## config.mk

```make
export PLATFORM = sky130hd
export DESIGN_NAME = base215_prefix_int_codec
export DESIGN_NICKNAME = d
export VERILOG_FILES = /design/src/rtl/bpic_pkg.sv /design/src/rtl/bpic_ctrl.sv /design/src/rtl/bpic_dp.sv /design/src/rtl/base215_prefix_int_codec.sv
export SDC_FILE = /design/constraint.sdc
export NUM_CORES = 2
export LEC_CHECK = 0
export ABC_CLOCK_PERIOD_IN_PS = 10500
export BUFFER_PORTS_ARGS = -buffer_cell sky130_fd_sc_hd__buf_2
export CORE_UTILIZATION = 60
export DETAILED_ROUTE_END_ITERATION = 10
export PLACE_DENSITY = 0.79
export SYNTH_ARGS = -nofsm -noshare
export SYNTH_HDL_FRONTEND = slang
export SYNTH_SLANG_ARGS = --single-unit
```

## constraint.sdc

```tcl
create_clock -name clk -period 10.5 [get_ports clk]
set_input_delay 2.1 -clock clk [delete_from_list [all_inputs] [get_ports clk]]
set_output_delay 2.1 -clock clk [all_outputs]
set_load 0.02 [all_outputs]
```

## src/rtl/bpic_pkg.sv

```systemverilog
// Package with the item types, code constants and controller interface of the integer codec.
`timescale 1ns / 1ps
`default_nettype none
package bpic_pkg;

  localparam logic        MODE_ENCODE = 1'b0;
  localparam logic        MODE_DECODE = 1'b1;

  localparam logic [7:0]  NEG_MARK    = 8'd255;
  localparam logic [7:0]  PFX_ONE_A   = 8'd249;
  localparam logic [7:0]  PFX_ONE_B   = 8'd250;
  localparam logic [7:0]  PFX_MULTI   = 8'd252;
  localparam logic [7:0]  PFX_SHIFT   = 8'd250;  // prefix minus this is the digit count

  localparam logic [31:0] ONE_LIMIT   = 32'd215;
  localparam logic [31:0] TWO_GROUP   = 32'd430;
  localparam logic [31:0] THREE_GROUP = 32'd645;
  localparam logic [31:0] TWO_LIMIT   = 32'd860;
  localparam logic [31:0] CODE_CEIL   = 32'd2136750625;

  // floor(x / 215) == (x * RECIP_215) >> RECIP_SHIFT for every x below 2^31.
  localparam logic [31:0] RECIP_215   = 32'd2557003786;
  localparam int          RECIP_SHIFT = 39;
  localparam logic [7:0]  RADIX_LOW   = 8'd215;

  localparam logic [1:0]  ST_OK       = 2'd0;
  localparam logic [1:0]  ST_OVERFLOW = 2'd1;
  localparam logic [1:0]  ST_BAD_BYTE = 2'd2;

  localparam logic [5:0]  OFFSET_RESET = 6'd1;

  typedef struct packed {
    logic               mode;
    logic signed [31:0] value_in;
    logic [7:0]         code_in0;
    logic [7:0]         code_in1;
    logic [7:0]         code_in2;
    logic [7:0]         code_in3;
    logic [7:0]         code_in4;
  } in_item_t;

  typedef struct packed {
    logic [7:0]         code_out0;
    logic [7:0]         code_out1;
    logic [7:0]         code_out2;
    logic [7:0]         code_out3;
    logic [7:0]         code_out4;
    logic [2:0]         code_length;
    logic signed [31:0] value_out;
    logic [1:0]         status;
  } out_item_t;

  typedef struct packed {
    logic load;
    logic enc_mul;
    logic enc_dig;
    logic dec_step;
  } dp_cmd_t;

  typedef struct packed {
    logic need_enc;
    logic need_dec;
    logic enc_last;
    logic dec_last;
  } dp_sts_t;

endpackage
`default_nettype wire

```

## src/rtl/bpic_ctrl.sv

```systemverilog
// Controller state machine that sequences the codec datapath.
`timescale 1ns / 1ps
`default_nettype none
module bpic_ctrl
  import bpic_pkg::*;
(
  input  wire logic    clk,
  input  wire logic    rst,
  input  wire logic    start,
  input  wire dp_sts_t sts,
  output dp_cmd_t      cmd,
  output logic         busy,
  output logic         done
);

  typedef enum logic [4:0] {
    S_IDLE    = 5'b00001,
    S_ENC_MUL = 5'b00010,
    S_ENC_DIG = 5'b00100,
    S_DEC     = 5'b01000,
    S_DONE    = 5'b10000
  } state_t;

  state_t state;
  state_t state_next;

  always_comb begin
    state_next = state;
    case (state)
      S_IDLE: begin
        if (start) begin
          if (sts.need_enc) begin
            state_next = S_ENC_MUL;
          end else if (sts.need_dec) begin
            state_next = S_DEC;
          end else begin
            state_next = S_DONE;
          end
        end
      end
      S_ENC_MUL: state_next = S_ENC_DIG;
      S_ENC_DIG: begin
        state_next = sts.enc_last ? S_DONE : S_ENC_MUL;
      end
      S_DEC: begin
        state_next = sts.dec_last ? S_DONE : S_DEC;
      end
      S_DONE: state_next = S_IDLE;
      default: state_next = S_IDLE;
    endcase
  end

  always_ff @(posedge clk) begin
    if (rst) begin
      state <= S_IDLE;
    end else begin
      state <= state_next;
    end
  end

  always_comb begin
    cmd.load     = (state == S_IDLE) && start;
    cmd.enc_mul  = (state == S_ENC_MUL);
    cmd.enc_dig  = (state == S_ENC_DIG);
    cmd.dec_step = (state == S_DEC);
  end

  assign busy = (state != S_IDLE);
  assign done = (state == S_DONE);

endmodule
`default_nettype wire

```

## src/rtl/bpic_dp.sv

```systemverilog
// Codec datapath: item classification, base-215 digit peeling and decode accumulation.
`timescale 1ns / 1ps
`default_nettype none
module bpic_dp
  import bpic_pkg::*;
(
  input  wire logic     clk,
  input  wire logic     rst,
  input  wire logic     cfg_we,
  input  wire logic [5:0] cfg_data,
  input  wire in_item_t in_item,
  input  wire dp_cmd_t  cmd,
  output dp_sts_t       sts,
  output out_item_t     out_item
);

  logic [5:0]  offset;
  logic [30:0] rest;
  logic [23:0] quot;
  logic [1:0]  ndig;
  logic [2:0]  idx;
  logic [7:0]  dig [0:3];
  logic [7:0]  obyte [0:4];
  logic [2:0]  olen;
  logic [31:0] oval;
  logic [1:0]  ost;

  logic [31:0] raw;
  logic [7:0]  pfx;
  logic        enc_neg;
  logic        enc_one;
  logic        enc_two;
  logic        enc_ovf;
  logic [62:0] prod;
  logic [7:0]  rem_digit;
  logic [31:0] grp_base;
  logic [7:0]  dec_byte;

  function automatic logic [7:0] shift_digit(input logic [7:0] d, input logic [5:0] off);
    shift_digit = d + {2'b00, off};
  endfunction

  function automatic logic [31:0] unshift(input logic [7:0] b, input logic [5:0] off);
    unshift = {24'd0, b} - {26'd0, off};
  endfunction

  assign raw     = in_item.value_in;
  assign pfx     = in_item.code_in0;
  assign enc_neg = raw[31];
  assign enc_one = !enc_neg && (raw < ONE_LIMIT);
  assign enc_two = !enc_neg && !enc_one && (raw < TWO_LIMIT);
  assign enc_ovf = !enc_neg && (raw >= CODE_CEIL);

  always_comb begin
    sts.need_enc = (in_item.mode == MODE_ENCODE) && !enc_neg && !enc_one && !enc_two
                   && !enc_ovf;
    sts.need_dec = (in_item.mode == MODE_DECODE) && (pfx >= PFX_MULTI) && (pfx != NEG_MARK);
    sts.enc_last = (quot == 24'd0) || (ndig == 2'd3);
    sts.dec_last = (idx == 3'd1);
  end

  assign prod = {32'd0, rest} * {31'd0, RECIP_215};
  // The remainder is below 215, so the low byte of the difference is exact.
  assign rem_digit = rest[7:0] - (quot[7:0] * RADIX_LOW);
  assign dec_byte = dig[2'(idx - 3'd1)];

  always_comb begin
    if (raw >= THREE_GROUP) begin
      grp_base = THREE_GROUP;
    end else if (raw >= TWO_GROUP) begin
      grp_base = TWO_GROUP;
    end else begin
      grp_base = ONE_LIMIT;
    end
  end

  always_ff @(posedge clk) begin
    if (rst) begin
      offset <= OFFSET_RESET;
    end else if (cfg_we) begin
      offset <= cfg_data;
    end
  end

  always_ff @(posedge clk) begin
    if (cmd.load) begin
      for (int k = 0; k < 5; k++) begin
        obyte[k] <= 8'd0;
      end
      olen <= 3'd0;
      oval <= 32'd0;
      ost  <= ST_OK;
      rest <= raw[30:0];
      ndig <= 2'd0;
      dig[0] <= in_item.code_in1;
      dig[1] <= in_item.code_in2;
      dig[2] <= in_item.code_in3;
      dig[3] <= in_item.code_in4;
      idx  <= 3'(pfx - PFX_SHIFT);
      if (in_item.mode == MODE_ENCODE) begin
        if (enc_neg) begin
          obyte[0] <= NEG_MARK;
          olen     <= 3'd1;
        end else if (enc_one) begin
          obyte[0] <= shift_digit(raw[7:0], offset);
          olen     <= 3'd1;
        end else if (enc_two) begin
          obyte[0] <= (grp_base == THREE_GROUP) ? PFX_ONE_A + 8'd2 :
                      (grp_base == TWO_GROUP)   ? PFX_ONE_B : PFX_ONE_A;
          obyte[1] <= shift_digit(8'(raw - grp_base), offset);
          olen     <= 3'd2;
        end else if (enc_ovf) begin
          ost <= ST_OVERFLOW;
        end
      end else begin
        if (pfx == NEG_MARK) begin
          oval <= 32'hFFFF_FFFF;
          olen <= 3'd1;
        end else if (pfx >= PFX_MULTI) begin
          // Digit count plus the prefix byte.
          olen <= 3'(pfx - PFX_SHIFT) + 3'd1;
        end else if (pfx >= PFX_ONE_A) begin
          oval <= unshift(in_item.code_in1, offset) +
                  ((pfx == PFX_ONE_A) ? ONE_LIMIT :
                   (pfx == PFX_ONE_B) ? TWO_GROUP : THREE_GROUP);
          olen <= 3'd2;
        end else if (pfx < {2'b00, offset}) begin
          oval <= 32'hFFFF_FFFE;
          ost  <= ST_BAD_BYTE;
        end else begin
          oval <= unshift(pfx, offset);
          olen <= 3'd1;
        end
      end
    end
    if (cmd.enc_mul) begin
      quot <= prod[62:RECIP_SHIFT];
    end
    if (cmd.enc_dig) begin
      obyte[3'(ndig) + 3'd1] <= shift_digit(rem_digit, offset);
      rest <= {7'd0, quot};
      ndig <= ndig + 2'd1;
      if (sts.enc_last) begin
        obyte[0] <= PFX_MULTI + 8'(ndig) - 8'd1;
        olen     <= 3'(ndig) + 3'd2;
      end
    end
    if (cmd.dec_step) begin
      oval <= (oval * ONE_LIMIT) + unshift(dec_byte, offset);
      idx  <= idx - 3'd1;
    end
  end

  always_comb begin
    out_item.code_out0   = obyte[0];
    out_item.code_out1   = obyte[1];
    out_item.code_out2   = obyte[2];
    out_item.code_out3   = obyte[3];
    out_item.code_out4   = obyte[4];
    out_item.code_length = olen;
    out_item.value_out   = oval;
    out_item.status      = ost;
  end

endmodule
`default_nettype wire

```

## src/rtl/base215_prefix_int_codec.sv

```systemverilog
// Top level of the base-215 prefix-length integer codec.
// Single-step codes go from the accepting edge straight to the done strobe; multi-digit
// codes first pass through the digit states: encode runs a reciprocal-multiply state and
// then a remainder state for each digit, decode one accumulation state for each digit.
// A new item can be accepted from the cycle after done; a busy codec takes no new item.
// Synchronous reset returns the controller to idle and the digit offset to 1; results cannot stall.
`timescale 1ns / 1ps
`default_nettype none
module base215_prefix_int_codec
  import bpic_pkg::*;
(
  input  wire logic       clk,
  input  wire logic       rst,
  input  wire logic       start,
  input  wire in_item_t   in_item,
  output logic            busy,
  input  wire logic       cfg_we,
  input  wire logic [5:0] cfg_data,
  output logic            done,
  output out_item_t       out_item
);

  dp_cmd_t cmd;
  dp_sts_t sts;

  bpic_ctrl u_ctrl (
    .clk   (clk),
    .rst   (rst),
    .start (start),
    .sts   (sts),
    .cmd   (cmd),
    .busy  (busy),
    .done  (done)
  );

  bpic_dp u_dp (
    .clk      (clk),
    .rst      (rst),
    .cfg_we   (cfg_we),
    .cfg_data (cfg_data),
    .in_item  (in_item),
    .cmd      (cmd),
    .sts      (sts),
    .out_item (out_item)
  );

`ifndef SYNTHESIS
  a_done_single: assert property (@(posedge clk) disable iff (rst) done |=> !done)
    else $error("done strobe lasted more than one cycle");

  a_accept_busy: assert property (@(posedge clk) disable iff (rst)
    (start && !busy) |=> busy)
    else $error("item accepted but codec did not go busy");

  a_len_range: assert property (@(posedge clk) disable iff (rst)
    done |-> (out_item.code_length <= 3'd5))
    else $error("code length out of range");

  a_err_len: assert property (@(posedge clk) disable iff (rst)
    (done && (out_item.status != ST_OK)) |-> (out_item.code_length == 3'd0))
    else $error("error item reports a nonzero length");
`endif

endmodule
`default_nettype wire

```

==> metrics.csv <==
metric;value;unit
outcome;completed;
h-tree-depth;4;
relSlewSlack;31.1;%
syn_nets;3732;
rsz0062_at_grt;no;
ant_nets;0;
fin_ws;1.95;ns
hold_start;u_dp.quot[19]$_DFFE_PP_;
track_usage;30.2;%
wirelength;67.6;mm
clk_pin_slew;0.08;ns
vias;19775;
drv_slew;0;
clk_latency;0.46;ns
crit_arrival;8.74;ns
hold_class;flip-flop to flip-flop;
drtPass1Iterations;7;
vias_per_cell;5.62;
hpwlAfterDp;57.5;mm
synthTopCellsByArea;ha_1 25%, fa_1 25%, edfxtp_1 17%, inv_1 9.1%, xnor2_1 3.4%;
tritoncts;yes;
place_area;29100;um2
drt_iter0_drc;1383;
antenna_found_initial;3;
initial_core_util;60.9;%
grt_pass1_wl;111;mm
dieArea;46900;um2
fin_util;65.5;%
cts-buffers-inserted;17;
synthMostInstantiatedCell;inv_1;
crit_top_cell;o21ai_0;
slowest_delay;0.74;ns
skew;0.0117;ns
post-route-min-period;8.55;ns
layout.nets;3886;
die_x;217;um
wire_per_inst;19.2;um
synth_area_leader_cell;ha_1;
crit_path_start_kind;flip-flop;
critPathKind;flip-flop to flip-flop;
yosys-top-cells-count;670 x inv_1, 555 x ha_1, 345 x fa_1;
crit_path_end_kind;flip-flop;
drive_gt1_share;8.61;%
r2r-start;u_dp.idx[0]$_DFFE_PP_;
clockRootBuffer;clkbuf_16;
netlist_instances;2749;
synth_enable_flop_cells;159;
die_y;217;um
required;10.69;ns
syn-cell-area;27600;um2
clock-sinks;180;
synth.top_cell.area_share;25.1;%
cts_setup_buffers;0;
hold_viol;0;
ys.flop_type;edfxtp_1;
rows;78;
maxClockFrequency;117;MHz
yosys_warnings;0;
period_share;81.4;%
stdcell_area;29700;um2
pre_cts_ws;2.19;ns
finalSetupViolCount;0;
pin_count;162;
async_flop_share;0;%
slowest_stage;edfxtp_1;
yosysUniqueCellTypes;76;
coreArea;45400;um2
ys_seq_elements;180;
final.setup.tns;0;ns
path_buf_inv;5;
crit_family;adder cells;
syn_avg_cell_area;10.1;um2
crit_start;u_dp.idx[0]$_DFFE_PP_;
syn_to_final_growth;7.50;%
hold_buffers;0;
first_global_vias;21542;
grt_max_degree;45;
yosysSeqAreaShare;18.8;%
clock_path_buffers;2;
worst_slew_pin_slew;1.03;ns
cts-resized-gates;0;
crit_fanout;41;
drv_cap;0;
drc;0;
grt_overflow;0;
numPortBuffers;161;
gp_congestion;0.991;
## cell usage in the layout (no fill, tap or decap), types with 4 or more instances in the layout
| cell | n |
|---|---|
| xor2_1 | 45 |
| mux4_2 | 8 |
| a21o_1 | 41 |
| xnor2_1 | 106 |
| o21bai_1 | 10 |
| o21ai_0 | 80 |
| nand4_1 | 11 |
| dfxtp_1 | 21 |
| clkbuf_16 | 17 |
| nand2b_1 | 18 |
| nor2_1 | 83 |
| nor2b_1 | 21 |
| fa_1 | 345 |
| and3_1 | 12 |
| or3_1 | 6 |
| o22ai_1 | 28 |
| o21a_1 | 11 |
| nand3_1 | 25 |
| and2_1 | 14 |
| ha_1 | 555 |
| inv_8 | 6 |
| nor3_1 | 17 |
| a31o_2 | 4 |
| a21oi_1 | 105 |
| edfxtp_1 | 159 |
| a211oi_1 | 10 |
| or2_2 | 17 |
| nand2_1 | 188 |
| inv_1 | 669 |
| a21boi_0 | 8 |
| buf_4 | 9 |
| mux2i_1 | 6 |
| nor4_1 | 10 |
| a31oi_1 | 5 |
| buf_2 | 161 |
| o211ai_1 | 7 |
| or4_1 | 4 |
## stage by stage
stage	std cells	hold WS, ns
after floorplan	2749	0.496
after global placement	3484	0.521
after detailed placement	3484	0.541
after CTS	3516	0.554
after global routing	3517	0.580
final	3517	0.562
## worst register-to-register path, delay by kind of cell, from the launching register on
family	cells	cell delay (ns)
muxes	1	0.38
buffers and inverters	5	0.82
AOI/OAI and AO/OA	13	2.71
adders and majority gates	7	2.95
and+or+nand+nor	2	0.33
DFF	1	0.74
xor gates and xnor gates	2	0.36
## registers in the layout (all words and copies together) (netlist names)
signal / cells
u_dp.idx: 3
u_dp.ost: 2
u_dp.oval: 32
u_ctrl.state: 5
u_dp.obyte: 40
u_dp.ndig: 2
u_dp.quot: 24
u_dp.offset: 6
u_dp.dig: 32
u_dp.rest: 31
u_dp.olen: 3
## logic make-up after synthesis
logic type / after synthesis / share of synthesized area, %
and+or+nand+nor: 448 / 7.78
buffers and inverters: 705 / 9.61
AOI/OAI and AO/OA: 350 / 8.00
DFF: 180 / 18.8
muxes: 15 / 0.910
xor gates and xnor gates: 151 / 4.79
adders and majority gates: 900 / 50.1
## path summary, 6_finish.rpt
kind,slack (ns),to,depth (start not counted)
max,1.95,u_dp.oval[30]$_DFFE_PP_,30
min,0.56,u_dp.rest[19]$_DFFE_PP_,2
max reg2reg,1.95,u_dp.oval[30]$_DFFE_PP_,30
min reg2reg,0.56,u_dp.rest[19]$_DFFE_PP_,2
## final cells by class
type	count	area [um2]
Inverter	670	2510
Multi-Input combinational cell	1864	19800
Sequential cell	180	5190
Timing Repair Buffer	170	873
Tap cell	600	751
Clock buffer	17	425
Fill cell	3562	15700
Antenna cell	1	2.50
Clock inverter	15	155
## per-layer routing
layer	routed length (um)	share of wire, %	global-route usage (%)	vias to the layer above
met3	4090	6.1	5.08	144
met4	2420	3.6	11.2	4
met5	27	0.040	0	-
met1	27800	41	38.5	9730
met2	33300	49	51.6	654
li1	-	-	-	9243
Power is not shown: default switching activity piles up to over one toggle a cycle in this logic, so the estimate is an artifact.
